<file path="src/hmc_pkg.sv">
// Shared types and constants for the Huffman merge-cost block.
// No dependencies; used by hmc_cell and huffman_merge_cost.
package hmc_pkg;
	localparam int WEIGHT_W = 16;
	localparam int COST_W   = 36;
	localparam int TDATA_W  = 40;

	// Operation broadcast to every cell of the row in the same cycle.
	typedef struct packed {
		logic ins;  // sorted insert of a loaded weight
		logic mrg;  // drop the two smallest, insert their sum
	} cell_op_t;
endpackage

</file>
<file path="src/hmc_cell.sv">
// One cell of the sorted row: holds one value and takes a new one from itself, its neighbors or the key.
// Depends on hmc_pkg (cell_op_t).
module hmc_cell #(
	parameter int VW    = 26,
	parameter bit FIRST = 1'b0
) (
	input  logic              clk,
	input  hmc_pkg::cell_op_t op,
	input  logic [VW-1:0]     key,       // value being placed this cycle
	input  logic              prev_vld,
	input  logic [VW-1:0]     prev_val,
	input  logic              self_vld,
	input  logic [VW-1:0]     next1_val,
	input  logic              next1_vld,
	input  logic [VW-1:0]     next2_val,
	input  logic              next2_vld,
	output logic [VW-1:0]     val_q
);
	logic le_self, le_prev, le1, le2;
	logic [VW-1:0] nxt;

	assign le_self = self_vld && (val_q <= key);
	assign le_prev = !FIRST && prev_vld && (prev_val <= key);
	assign le1     = next1_vld && (next1_val <= key);
	assign le2     = next2_vld && (next2_val <= key);

	always_comb begin
		nxt = val_q;
		if (op.ins) begin
			if (le_self)
				nxt = val_q;
			else if (FIRST || le_prev)
				nxt = key;
			else
				nxt = prev_val;
		end else if (op.mrg) begin
			if (le2)
				nxt = next2_val;
			else if (!FIRST && !le1)
				nxt = next1_val;
			else
				nxt = key;
		end
	end

	always_ff @(posedge clk) begin
		val_q <= nxt;
	end
endmodule

</file>
<file path="config.mk">
export PLATFORM = sky130hd
export DESIGN_NAME = hmc_cell
export DESIGN_NICKNAME = d
export VERILOG_FILES = /design/src/hmc_pkg.sv /design/src/hmc_cell.sv
export SDC_FILE = /design/constraint.sdc
export NUM_CORES = 1
export LEC_CHECK = 0
export BUFFER_PORTS_ARGS = -buffer_cell sky130_fd_sc_hd__buf_2
export CAP_MARGIN = 25
export CELL_PAD_IN_SITES_DETAIL_PLACEMENT = 0
export CELL_PAD_IN_SITES_GLOBAL_PLACEMENT = 1
export CORE_ASPECT_RATIO = 1.25
export CORE_UTILIZATION = 42
export CTS_CLUSTER_SIZE = 25
export DETAILED_ROUTE_END_ITERATION = 12
export PLACE_DENSITY_LB_ADDON = 0.1
export SLEW_MARGIN = 20
export SYNTH_ARGS = -nofsm -noshare
export SYNTH_HDL_FRONTEND = slang
export SYNTH_SLANG_ARGS = --single-unit
</file>
<file path="constraint.sdc">
create_clock -name clk -period 6.3 [get_ports clk]
set_input_delay 1.26 -clock clk [delete_from_list [all_inputs] [get_ports clk]]
set_output_delay 1.26 -clock clk [all_outputs]
set_load 0.01 [all_outputs]
</file>
==> impl_metrics.ini, run 1 <==
[worst_hold_path]
hold-path-cell-count = 2
hold_path.class = input pin to flip-flop

[cells_and_area]
utilization = 0.526
stdcell_count = 702
reg_top3 = val_q: 26 flops
regMostFlops = val_q
num-nets-final = 793
drive_above_1_share = 0.302
area_growth_pct = 20.5
largest_register_ffs = 26
antenna_cells = 0

[power_and_ir_drop]
powerDensity_nw_per_um2 = 154
leakage_nw = 2.61
vdd_drop_max_mv = 0.0998

[critical_path]
crit_type = input pin to flip-flop
crit_family = compound AO/OA/AOI/OAI gates
path_cells = buf_2 -> inv_1 -> ha_1 -> nand4_1 -> nor4_1 -> nand2_1 -> o21ai_1 -> a2111oi_0 -> o21ba_1 -> buf_4 -> mux2_4 -> a221o_1
reg2regPathDepth = 9
cp_slowest_cell = o21ba_1
endpoint_kind = flip-flop
endpoint = val_q[16]
rrSetupSlack_ns = 3.57
slowest_delay_ns = 0.72
critical_path_depth = 12
critPathRequiredTime_ns = 6.33
critPathMaxFanout = 16
path_buf_inv = 3
reg2reg_to = val_q[5]
crit_start = key[21]
worstSetupStartpointType = input pin
worstReg2RegStart = val_q[1]
arrival_ns = 4.41

[placement]
post-place-cells = 699
gp_congestion = 0.892
port_buffers = 136
hpwl_um = 10900

[logic_synthesis]
synth_fa_ha_area_frac = 0.307
syn_area_per_cell_um2 = 9.49
synth_enable_flop_cells = 26
synthesis.area_um2 = 4240
synthCells = 447
synth_cell_types = 42
synth_compound_area_frac = 0.181
ys_async_sr_fraction = 0
synth_warnings = 0
ys_seq_area_frac = 0.184
syn_nets = 662
synthXorXnorAreaFrac = 0
synth_seq_cells = 26
synth_top_family_by_area = adder cells
yosys.area_share.simple = 0.129
synthMuxAreaShare = 0.148
ys.flop_type = edfxtp_1

[timing]
slew_viol_final = 0
fin_tns_setup_ns = 0
post-route-period-util = 0.695
max_freq_ghz = 0.228
worstMarginPinSlew_ns = 0.922
skew_ns = 0.00716
setup_viol = 0
finalHoldViolations = 0
finalCriticalPeriod_ns = 4.38
slew_headroom = 0.384
rsz0062_at_grt = false

[drt]
route.detailed.drc = 0
final_antenna_net_count = 0
routed_wirelength_um = 13200
drtIter0Drc = 193
num_vias = 4055
dr.pass1.iters = 4
via_per_inst = 5.78
post_drt_wl_per_cell_um = 18.9

[clock_tree]
tritoncts = done
cts_buffers = 3
postCtsSetupBuffers = 0
cts_buffer_depth = 2
hold_buffers = 0
cts_resized = 0
path_clk_slew_ns = 0.08
cts_max_level = 1
clock-sinks = 26
root_buffer = clkbuf_16
clk_latency_ns = 0.27

[flow_run]
maxCapViolations = 0

[global_routing]
overflow = 0
antenna_found_initial = 0
track_usage = 0.257
grt_pass1_vias = 4171
grt_first_pass_wirelength_um = 21000
grt_max_degree = 31

[run_status]
status = completed

[floorplanning]
rows = 40
die_w_um = 91.9
core_area_um2 = 9710
die_area_um2 = 10500
die_height_um = 114
io_pins = 137
initial_core_util = 0.437
[synthesized netlist by cell type (3+ instances only)]
master | count | area [um^2]
a211oi_1 | 3 | 22.5
nor4_1 | 4 | 25.0
nand4_1 | 19 | 119
a21oi_1 | 31 | 155
nand2b_1 | 5 | 31.3
buf_2 | 8 | 40.0
nand3_1 | 9 | 45.0
o21ai_0 | 12 | 60.1
nor2b_1 | 6 | 37.5
nor3_1 | 3 | 15.0
inv_1 | 31 | 116
nand2_1 | 24 | 90.1
mux2i_1 | 26 | 260
ha_1 | 104 | 1300
a2111oi_0 | 3 | 26.3
nor2_1 | 40 | 150
a31oi_1 | 3 | 18.8
edfxtp_1 | 26 | 781
mux2_4 | 20 | 300
clkbuf_1 | 3 | 11.3
a21o_1 | 13 | 97.6
mux2_2 | 6 | 67.6
a221o_1 | 26 | 260
[metrics by stage]
stage               instance area, um^2  hold WS [ns]  power [mW]  setup slack, ns
floorplan                          4240          1.40       0.488             2.47
global placement                   5020          1.37       0.625             1.68
detailed placement                 5030          1.37       0.633             1.65
CTS                                5110          1.31       0.788             1.93
global route                       5110          1.32       0.841             1.69
finish                             5110          1.31       0.786             1.92
[layout by cell type (no fill, tap or decap), types with 3 or more instances in the layout]
| master | n |
|---|---|
| nor2_1 | 38 |
| a221o_1 | 26 |
| mux2_4 | 20 |
| nand3_1 | 9 |
| a21oi_1 | 31 |
| a21o_1 | 13 |
| buf_4 | 3 |
| ha_1 | 104 |
| nand2_1 | 24 |
| buf_2 | 136 |
| mux2i_1 | 26 |
| nor2b_1 | 6 |
| a31oi_1 | 3 |
| nor3_1 | 3 |
| nor4_1 | 4 |
| a2111oi_0 | 3 |
| nand4_1 | 19 |
| edfxtp_1 | 26 |
| mux2_2 | 6 |
| nand2b_1 | 5 |
| a211oi_1 | 3 |
| clkbuf_16 | 3 |
| inv_1 | 31 |
| o21ai_0 | 12 |
[power by group]
part | internal, mW | leakage (nW) | switching (mW)
logic | 0.179 | 2.31 | 0.208
registers | 0.226 | 0.265 | 0.0160
clock network | 0.0849 | 0.0370 | 0.0728
total | 0.490 | 2.61 | 0.297
[cells by family (layout without fill, tap and decap cells)]
logic type	count (synthesis)	count (layout)
adder cells (fa/ha/maj)	104	104
buffers and inverters	45	174
flip-flops	26	26
multiplexers	52	52
AND/OR/NAND/NOR	114	114
AO/OA/AOI/OAI	106	106
[metal layers]
layer	GRT usage	vias up	wire length, um	share of wire
li1	-	1997	-	-
met1	0.297	1945	5530	0.42
met2	0.497	104	7110	0.54
met3	0.0226	9	448	0.034
met4	0.0719	0	151	0.011
met5	0	-	0	0
[area by class of cell]
type | instances | area, um^2
Fill cell | 970 | 4600
Multi-Input combinational cell | 376 | 3270
Sequential cell | 26 | 781
Timing Repair Buffer | 140 | 714
Tap cell | 126 | 158
Inverter | 31 | 116
Clock buffer | 3 | 75.1
[worst min path at each step]
stage | slack (ns) | endpoint | from
6_report | 1.31 | val_q[17] | next2_val[17]
5_1_grt | 1.32 | val_q[19] | next2_val[19]
4_1_cts | 1.31 | val_q[17] | next2_val[17]
3_5_place_dp | 1.37 | val_q[13] | val_q[10]
3_3_place_gp | 1.37 | val_q[13] | val_q[10]
2_1_floorplan | 1.40 | val_q[0] | val_q[10]
[worst register-to-register path, cell delays in order, from the launching register on]
cell	delay, ns
edfxtp_1	0.39
ha_1	0.30
nor2b_1	0.11
o21ai_0	0.07
nand2b_1	0.08
a21oi_1	0.10
o211a_1	0.23
o221ai_1	0.20
a21oi_1	0.14
nor2_4	0.72
(Power assumes the default switching activity.)
==> inputs of run 2 (changes only) <==
--- a/config.mk
+++ b/config.mk
@@ -5,12 +5,13 @@
 export SDC_FILE = /design/constraint.sdc
 export NUM_CORES = 1
 export LEC_CHECK = 0
+export ABC_AREA = 1
 export BUFFER_PORTS_ARGS = -buffer_cell sky130_fd_sc_hd__buf_2
 export CAP_MARGIN = 25
 export CELL_PAD_IN_SITES_DETAIL_PLACEMENT = 0
 export CELL_PAD_IN_SITES_GLOBAL_PLACEMENT = 1
 export CORE_ASPECT_RATIO = 1.25
-export CORE_UTILIZATION = 42
+export CORE_UTILIZATION = 37
 export CTS_CLUSTER_SIZE = 25
 export DETAILED_ROUTE_END_ITERATION = 12
 export PLACE_DENSITY_LB_ADDON = 0.1
==> constraint.sdc (replaced) <==
create_clock -name clk -period 4.3 [get_ports clk]
set_input_delay 0.86 -clock clk [delete_from_list [all_inputs] [get_ports clk]]
set_output_delay 0.86 -clock clk [all_outputs]
set_load 0.01 [all_outputs]
==> impl_metrics.ini, run 2 <==
[run_status]
status = completed

[timing]
setup_viol = 0
fin_tns_setup_ns = 0
finalCriticalPeriod_ns = 3.30
slew_headroom = 0.337
skew_ns = 0.00409
worstMarginPinSlew_ns = 0.994
finalHoldViolations = 0
finalHoldWorstSlack_ns = 0.986
post-route-period-util = 0.766
slew_viol_final = 0
max_freq_ghz = 0.303
rsz0062_at_grt = false

[critical_path]
critPathMaxFanout = 20
slowest_delay_ns = 0.49
path_cells = buf_2 -> inv_1 -> ha_1 -> nand2_1 -> nor2_1 -> nand4_1 -> nor3_1 -> nand2_1 -> nand4_1 -> nand2_1 -> a21oi_2 -> buf_12
reg2reg_to = val_q[18]
worst_path_most_repeated_cell = nand2_1
critPathRequiredTime_ns = 4.29
cp_slowest_cell = a21oi_2
worstSetupStartpointType = input pin
path_buf_inv = 3
crit_type = input pin to flip-flop
reg2regPathDepth = 10
crit_family = simple AND/OR/NAND/NOR gates
rrSetupSlack_ns = 1.34
endpoint_kind = flip-flop
worstReg2RegStart = val_q[17]
arrival_ns = 3.28

[flow_run]
maxCapViolations = 0

[power_and_ir_drop]
power_frac_comb = 0.523
switchingPower_mw = 0.558
swShare = 0.444
powerDensity_nw_per_um2 = 214
clockPowerShare = 0.192
power_frac_seq = 0.285
vdd_drop_max_mv = 0.101
p_int_mw = 0.698
leakage_nw = 3.43

[clock_tree]
cts_max_level = 1
cts_resized = 0
hold_buffers = 0
clk_latency_ns = 0.28
clock-sinks = 26
tritoncts = done
cts_buffers = 3
postCtsSetupBuffers = 0
root_buffer = clkbuf_16
cts_buffer_depth = 2
path_clk_slew_ns = 0.09

[cells_and_area]
layout_common_cells = nand2_1, buf_2, inv_1
num-nets-final = 1114
multi_input_area_um2 = 3590
regMostFlops = val_q
fillCellCount = 1466
antenna_cells = 0
area_growth_pct = 17.8
final-seq-area_um2 = 781
reg_top3 = val_q: 26 flops
largest_register_ffs = 26
drive_above_1_share = 0.177
final_common_cell = nand2_1
stdcell_area_um2 = 5870

[worst_hold_path]
hold-path-cell-count = 5
holdPathEnd = val_q[9]
hold_path.class = input pin to flip-flop
min_from = next1_val[9]

[placement]
dpl_cell_area_um2 = 5800
gp_congestion = 0.842
hpwl_um = 13700
port_buffers = 136

[floorplanning]
core_area_um2 = 13200
io_pins = 137
die_height_um = 132
die_w_um = 106
die_area_um2 = 13900
rows = 47
initial_core_util = 0.378

[global_routing]
grt_first_pass_wirelength_um = 28200
grt_max_degree = 50
overflow = 0
antenna_found_initial = 0
grt_pass1_vias = 5489
track_usage = 0.260

[logic_synthesis]
synth_seq_cells = 26
netlist.area_leader.share = 0.261
synthCells = 779
synth.area.top_cells = ha_1, edfxtp_1, nand2_1
ys_async_sr_fraction = 0
synth_cell_types = 29
ys_seq_area_frac = 0.157
synth_enable_flop_cells = 26
ys.flop_type = edfxtp_1
synthDominantAreaCellType = ha_1
synth_most_common_cell = nand2_1
synthesis.area_um2 = 4980
syn_area_per_cell_um2 = 6.40
ys_top_cells_by_count = nand2_1, inv_1, nand3_1
syn_nets = 994
synth_warnings = 0

[drt]
routed_wirelength_um = 18000
drtIter0Drc = 252
final_antenna_net_count = 0
num_vias = 5516
post_drt_wl_per_cell_um = 16.8
via_per_inst = 5.16
route.detailed.drc = 0
dr.pass1.iters = 4
==> run 2: worst reg2reg max path, cell delays in order (launching register included) <==
cell and delay (ns):
edfxtp_1 0.44, ha_1 0.32, nand2_1 0.07, nor2_1 0.17, nand4_1 0.11, nor3_1 0.40, nand2_1 0.17, nand4_1 0.13
nand2_1 0.09, a21oi_2 0.49, buf_12 0.27
==> run 2: layer usage <==
| layer | vias to the layer above | global-route usage | wire length [um] |
|---|---|---|---|
| met2 | 164 | 0.479 | 9140 |
| li1 | 2805 | - | - |
| met5 | - | 0 | 0 |
| met4 | 0 | 0.101 | 539 |
| met3 | 27 | 0.0232 | 1020 |
| met1 | 2520 | 0.308 | 7260 |
==> run 2: cells by family after synthesis <==
group / Yosys count / share of synthesized area
fa+ha+maj: 104 / 0.261
buf+inv: 151 / 0.123
simple gates: 396 / 0.341
compound gates: 102 / 0.118
flops: 26 / 0.157
==> run 2: power by group through the flow <==
stage                     combinational (mW)  clock [mW]  sequential [mW]
after CTS                              0.660       0.245            0.358
after global routing                   0.746       0.250            0.361
after floorplan                        0.398           0            0.372
final                                  0.657       0.242            0.358
after global placement                 0.643           0            0.363
after detailed placement               0.657           0            0.364
==> run 2: how the worst max path moves through the flow <==
stage	to	cells past startpoint	start
after floorplan	val_q[0]	10	key[17]
after global placement	val_q[7]	12	key[17]
after detailed placement	val_q[6]	12	key[17]
after CTS	val_q[6]	12	key[17]
after global routing	val_q[15]	12	key[17]
final	val_q[18]	12	key[17]
==> run 2: per-stage QoR <==
step	utilization	setup WS (ns)	power, mW	cells
2_1_floorplan	-	0.746	0.770	779
3_3_place_gp	0.440	0.720	1.01	1065
3_5_place_dp	0.440	0.697	1.02	1065
4_1_cts	0.446	1.01	1.26	1068
5_1_grt	0.446	0.872	1.36	1068
6_report	0.446	1.00	1.26	1068
==> run 2: area by class of cell <==
type	instances	area share
clock buffers	3	0.0128
inverters	122	0.0780
multi-input cells	602	0.612
flip-flops and latches	26	0.133
well taps	171	0.0364
repair buffers	144	0.128
